File: config.mk
export PLATFORM = sky130hd
export DESIGN_NAME = qvr_sqrt
export DESIGN_NICKNAME = d
export VERILOG_FILES = /design/src/sv/qvr_pkg.sv /design/src/sv/qvr_sqrt.sv
export SDC_FILE = /design/constraint.sdc
export NUM_CORES = 1
export LEC_CHECK = 0
export BUFFER_PORTS_ARGS = -buffer_cell sky130_fd_sc_hd__buf_2
export CORE_MARGIN = 2
export CORE_UTILIZATION = 64
export DETAILED_ROUTE_END_ITERATION = 16
export PLACE_DENSITY = 0.81
export SYNTH_ARGS = -nofsm -noshare
export SYNTH_HDL_FRONTEND = slang
export SYNTH_SLANG_ARGS = --single-unit
File: constraint.sdc
create_clock -name clk_i -period 6.2 [get_ports clk_i]
set_clock_uncertainty 0.2 [all_clocks]
set_input_delay 0.31 -clock clk_i [delete_from_list [all_inputs] [get_ports clk_i]]
set_output_delay 0.31 -clock clk_i [all_outputs]
set_load 0.01 [all_outputs]
File: src/sv/qvr_pkg.sv
package qvr_pkg;

  localparam int Q_W       = 16;
  localparam int IN_W      = 7 * Q_W;
  localparam int OUT_W     = 16;
  localparam int OUT_DW    = 3 * OUT_W;
  localparam int T_W       = 33;
  localparam int SS_W      = 33;
  localparam int LEN_W     = 17;
  localparam int C_W       = 17;
  localparam int N_W       = 18;
  localparam int QT_W      = 15;
  localparam int REM_W     = 32;
  localparam int SQ_W      = 34;
  localparam int SQ_ITER   = 17;
  localparam int SQ_STAGES = (SQ_ITER + 1) / 2;
  localparam int DV_STAGES = (QT_W + 1) / 2;
  localparam int NORM_SH   = 14;
  localparam int P_W       = T_W + N_W;
  localparam int R_W       = P_W + 2;
  localparam int RND_SH    = 28;
  localparam int RQ_W      = R_W - RND_SH;
  localparam int EPS_W     = 15;
  localparam int NST       = 3 + SQ_STAGES + 1 + DV_STAGES + 4;
  localparam int CAP       = NST + 2;

  localparam logic [EPS_W-1:0] EPS_RESET = EPS_W'(1);
  localparam logic REG_LENGTH_EPSILON = 1'b0;

  typedef struct packed {
    logic [SQ_W-1:0] v;
    logic [SQ_W-1:0] r;
  } sq_t;

  typedef struct packed {
    logic [REM_W-1:0] rem;
    logic [LEN_W-1:0] den;
    logic [QT_W-1:0]  quo;
  } dv_t;

  typedef struct packed {
    logic [3:0][T_W-1:0] t;
    logic [3:0][C_W-1:0] c;
  } side_t;

  // One bit of the restoring square root, iteration it counts from the top bit.
  function automatic sq_t sqrt_step(sq_t a, int unsigned it);
    sq_t o;
    logic [SQ_W-1:0] b;
    logic [SQ_W-1:0] tr;
    b  = SQ_W'(1) << (2 * (SQ_ITER - 1 - it));
    tr = a.r + b;
    if (a.v >= tr) begin
      o.v = a.v - tr;
      o.r = (a.r >> 1) + b;
    end else begin
      o.v = a.v;
      o.r = a.r >> 1;
    end
    return o;
  endfunction

  // One quotient bit of the restoring divider, weight 2^k.
  function automatic dv_t div_step(dv_t a, int unsigned k);
    dv_t o;
    logic [REM_W-1:0] dsh;
    o   = a;
    dsh = REM_W'(a.den) << k;
    if (a.rem >= dsh) begin
      o.rem = a.rem - dsh;
      o.quo = a.quo | (QT_W'(1) << k);
    end
    return o;
  endfunction

endpackage

File: src/sv/qvr_sqrt.sv
module qvr_sqrt (
  input  logic                      clk_i,
  input  logic                      en_i,
  input  logic [qvr_pkg::SS_W-1:0]  sumsq_i,
  output logic [qvr_pkg::LEN_W-1:0] len_o
);
  import qvr_pkg::*;

  sq_t st_in [SQ_STAGES];
  sq_t st_d  [SQ_STAGES];
  sq_t st_q  [SQ_STAGES];

  assign st_in[0] = '{v: SQ_W'(sumsq_i), r: '0};

  for (genvar s = 0; s < SQ_STAGES; s++) begin : g_st
    if (s > 0) begin : g_link
      assign st_in[s] = st_q[s-1];
    end

    always_comb begin
      st_d[s] = st_in[s];
      for (int j = 0; j < 2; j++) begin
        if (2 * s + j < SQ_ITER) begin
          st_d[s] = sqrt_step(st_d[s], 2 * s + j);
        end
      end
    end

    always_ff @(posedge clk_i) begin
      if (en_i) begin
        st_q[s] <= st_d[s];
      end
    end
  end

  assign len_o = st_q[SQ_STAGES-1].r[LEN_W-1:0];

endmodule

# --- Yosys cells after proc, flatten, opt, wreduce, memory -nomap -nowiden ---
# Memory sizes are Yosys's and may differ from the RTL's.
# Cells that the tools add are included.
word_totals:
  ff_bits: 0
  mem_count: 1
  ramBits: 612
classes:
  addsub: 49
  mux: 19
  order_cmp: 17
memory_table:
  columns: ["memory", "depth", "width", "rd", "rd_ports_with_merged_regs", "write_ports", "line_no", "source"]
  rows:
  - ["st_q", 9, 68, 9, 0, 9, "qvr_sqrt.sv:11", "sq_t st_q [SQ_STAGES];"]
op_table:
  columns: ["op", "count"]
  rows:
  - ["68-bit two-way mux", 17]
  - ["34-bit greater-or-equal comparator", 16]
  - ["34-bit subtractor", 16]
  - ["33-bit by 1-bit adder with 34-bit output (second input constant)", 1]
  - ["33-bit by 11-bit adder with 34-bit output (second input constant)", 1]
  - ["33-bit by 13-bit adder with 34-bit output (second input constant)", 1]
  - ["33-bit by 15-bit adder with 34-bit output (second input constant)", 1]
  - ["33-bit by 17-bit adder with 34-bit output (second input constant)", 1]
  - ["33-bit by 19-bit adder with 34-bit output (second input constant)", 1]
  - ["33-bit by 21-bit adder with 34-bit output (second input constant)", 1]
  - ["33-bit by 23-bit adder with 34-bit output (second input constant)", 1]
  - ["33-bit by 25-bit adder with 34-bit output (second input constant)", 1]
  - ["33-bit by 27-bit adder with 34-bit output (second input constant)", 1]
  - ["33-bit by 29-bit adder with 34-bit output (second input constant)", 1]
  - ["33-bit by 3-bit adder with 34-bit output (second input constant)", 1]
  - ["33-bit by 31-bit adder with 34-bit output (second input constant)", 1]
  - ["33-bit by 5-bit adder with 34-bit output (second input constant)", 1]
  - ["33-bit by 7-bit adder with 34-bit output (second input constant)", 1]
  - ["33-bit by 9-bit adder with 34-bit output (second input constant)", 1]
  - ["34-bit by 1-bit adder with 34-bit output (second input constant)", 1]
  - ["34-bit by 11-bit adder with 34-bit output (second input constant)", 1]
  - ["34-bit by 13-bit adder with 34-bit output (second input constant)", 1]
  - ["34-bit by 15-bit adder with 34-bit output (second input constant)", 1]
  - ["34-bit by 17-bit adder with 34-bit output (second input constant)", 1]
  - ["14 further kinds", 15]

# --- Longest topological paths before layout ---
# An unclocked memory read counts as a cell.
depth:
  depth_word: 7
  depth_mapped: 26

# --- Worst setup path before layout ---
# Ideal clock, no wire load.
synth_path:
  kind: "reg-to-reg"
  start: "mem st_q[0][327] (netlist name)"
  end: "mem st_q[0][392] (netlist name) (data pin)"
  path_slack_ns: 0.504
  synth_period_minus_slack_ns: 5.696
  arrival_ns: 5.236
  setup_ns: 0.260
  path_stages_with_launch: 25
  path_cell_list: "edfxtp_1 ha_1 a21oi_1 o21a_1 o21ai_0 or4_1 clkbuf_2 or2_1 buf_2 inv_2 clkbuf_1 nor2_1 nor2_1 ha_1 a21o_1 a21o_1 a211o_1 a21oi_1 o21bai_1 nor3_1 a21oi_1 a311o_1 nor3_4 buf_6 mux2_2"
synth_lines:
  columns: ["element", "line_no"]
  rows:
  - ["start: declaration", "qvr_sqrt.sv:11"]

==> impl_metrics.ini <==
[clocking]
htree_levels = 2
cts_setup_buffers = 0
cts_buffer_depth = 3
clkSinkCount = 361
cts.clk_slew.worst_paths_ns = 0.06
cts_buffers = 41
cts_tree = built
root_buffer = clkbuf_16
clk_latency_ns = 0.58

[worst_setup_path]
worstSetupPathType = flop to flop
endpoint_kind = flop
crit_required_ns = 6.32
cp.arrival_ns = 5.95
startpoint_type = flop
crit_fanout = 20

[global_route]
grt_pass1_vias = 18400
grt_max_degree = 177
grt_pass1_wl_microns = 93600
antenna_found_initial = 0
grt_usage_pct = 31.0
grt.overflow.total = 0

[timing]
min_period_ns = 5.82
worstMarginPinSlew_ns = 1.21
setup_viol_count_final = 0
finalSetupTns_ns = 0
rsz0062_at_grt = no
drv_slew = 0
layout_worst_path_cycle_share_pct = 93.9
clock.fmax_ghz = 0.172
timing.final.hold_violations = 0
max-slew-margin-rel_pct = 18.3

[floorplan]
die_h_microns = 196
core_area_sq_mm = 0.0364
die-area_sq_mm = 0.0384
start_util_pct = 64.7
num_rows = 70
io_pins = 52
die_w_microns = 196

[final_layout]
fin_area_sq_mm = 0.0264
final_common_cell = edfxtp_1
nets = 2648
final_cell_mix = 361 x edfxtp_1, 214 x nor2_1, 173 x ha_1
regMostFlops = st_q
num_antenna_cells = 0
syn2layout_area_growth_pct = 11.8
largestRegisters = st_q: 361 flops
largest_reg_flops = 361
drive_gt1_share_pct = 9.88

[status]
outcome = completed

[power]
power_leakage_nw = 10.5
p_per_area_mw_per_mm2 = 417
vdd_drop_max_mv = 0.332

[synth]
synth-compound-area-share_pct = 14.6
synth.distinct_cells = 88
yosys_warnings = 0
syn_area_per_cell_sq_um = 10.2
ys_async_sr_fraction_pct = 0
syn_area_sq_mm = 0.0236
yosysSeqAreaShare_pct = 46.0
ys.flop_type = edfxtp_1
synthXorXnorAreaFrac_pct = 7.54
synth_simple_gate_area_share_pct = 16.8
ys_seq_elements = 361
synth_top_family_by_area = simple AND/OR/NAND/NOR gates
synthCells = 2306
syn-num-nets = 2514
synth_mux_area_share_pct = 2.33
synthAdderAreaFrac_pct = 9.18
synth_edf_count = 361

[routing]
vias = 18400
drt_iter0_drc = 1225
ant_nets = 0
post_drt_wl_per_cell_microns = 20.0
drt-total-wl_microns = 58800
firstDrtPassIters = 5
remaining_drc_errors = 0
viasPerCell = 6.27

[job]
maxCapViolations = 0

[place]
dpl.hpwl_microns = 44000
placed_area_sq_mm = 0.0246
gp_congestion = 0.995
port_buffers = 51

[min_path]
min_path_type = input pin to flop
cell type report:
| type | instances | area, sq um |
|---|---|---|
| Clock buffer | 48 | 1070 |
| Clock inverter | 25 | 285 |
| Fill cell | 2641 | 10100 |
| Inverter | 163 | 614 |
| Multi-Input combinational cell | 1735 | 11900 |
| Sequential cell | 361 | 10800 |
| Tap cell | 468 | 586 |
| Timing Repair Buffer | 138 | 1030 |
through the flow:
step	hold WS, ns	power [W]	setup slack [ns]	std cells	util [%]
floorplan	0.209	0.00724	0.504	2306	-
global placement	0.226	0.00833	0.205	2832	67.6
detailed placement	0.233	0.00843	0.152	2832	67.6
CTS	0.133	0.0109	0.168	2938	72.3
global route	0.151	0.0117	0.0317	2938	72.3
finish	0.109	0.0110	0.375	2938	72.3
synth_stat cells, drive strengths merged (9+ instances only):
cell / n / area [sq um]
mux2: 34 / 409
a21o: 40 / 300
o21ai: 104 / 520
xor2: 73 / 639
or3: 28 / 175
mux2i: 14 / 140
a31oi: 14 / 87.6
clkbuf: 33 / 125
and4: 9 / 78.8
o31ai: 22 / 165
and2: 20 / 125
nand4: 42 / 269
edfxtp: 361 / 10800
xnor2: 130 / 1140
nand2: 165 / 622
and3: 18 / 113
a211oi: 14 / 105
nor4: 53 / 338
o21a: 38 / 285
nor3: 66 / 342
nand3: 54 / 270
nor2: 217 / 827
inv: 163 / 614
nor3b: 11 / 82.6
a2111oi: 11 / 115
or4: 17 / 139
nand2b: 19 / 119
buf: 14 / 82.6
ha: 173 / 2160
or2: 15 / 93.8
nor2b: 28 / 175
a21oi: 162 / 811
o211ai: 11 / 87.6
o21bai: 18 / 135
worst max-delay path: stages, from the launching register on:
cell      delay [ns]
edfxtp_1        0.41
ha_1            0.37
a21oi_1         0.26
o21a_1          0.17
o21ai_0         0.10
or4_1           0.52
or2_1           0.26
inv_2           0.22
nor2_1          0.08
nor2_1          0.14
ha_1            0.31
a21o_1          0.18
a21o_1          0.17
a211o_1         0.30
a21oi_1         0.20
o21bai_1        0.11
nor3_1          0.16
a21oi_1         0.13
a311o_1         0.40
nor3_4          0.23
buf_4           0.26
mux2_2          0.36
worst paths after layout:
check / start / to / slack, ns / depth (start not counted)
max: st_q[0][327]$_DFFE_PP_ / st_q[0][394]$_DFFE_PP_ / 0.38 / 21
min reg2reg: st_q[0][107]$_DFFE_PP_ / st_q[0][175]$_DFFE_PP_ / 0.24 / 0
max reg2reg: st_q[0][327]$_DFFE_PP_ / st_q[0][394]$_DFFE_PP_ / 0.38 / 21
min: en_i / st_q[0][267]$_DFFE_PP_ / 0.11 / 1
routing by layer:
metal	share of wire (%)	global-route usage (%)	up-vias
met4	5.8	16.9	0
met1	38	33.9	8782
li1	-	-	8865
met2	52	58.1	575
met5	0	0	-
met3	4.2	4.25	187
cell families after synthesis:
| group | Yosys count |
|---|---|
| XOR/XNOR | 203 |
| AND/OR/NAND/NOR | 785 |
| adder cells (fa/ha/maj) | 173 |
| flip-flops | 361 |
| multiplexers | 48 |
| AO/OA/AOI/OAI | 526 |
| buffers and inverters | 210 |
report_power, final:
| group | switching [W] | total, W | internal (W) |
|---|---|---|---|
| clock network | 0.00100 | 0.00246 | 0.00146 |
| logic | 0.00277 | 0.00480 | 0.00203 |
| registers | 0.000371 | 0.00373 | 0.00336 |
what timing repair did:
| action | in CTS | in global routing |
|---|---|---|
| hold endpoints to repair | 34 | 0 |
| resized for setup | 0 | 3 |
| endpoints found under the setup margin | 0 | 13 |
| hold buffers | 33 | 0 |
(Power assumes the default switching activity.)
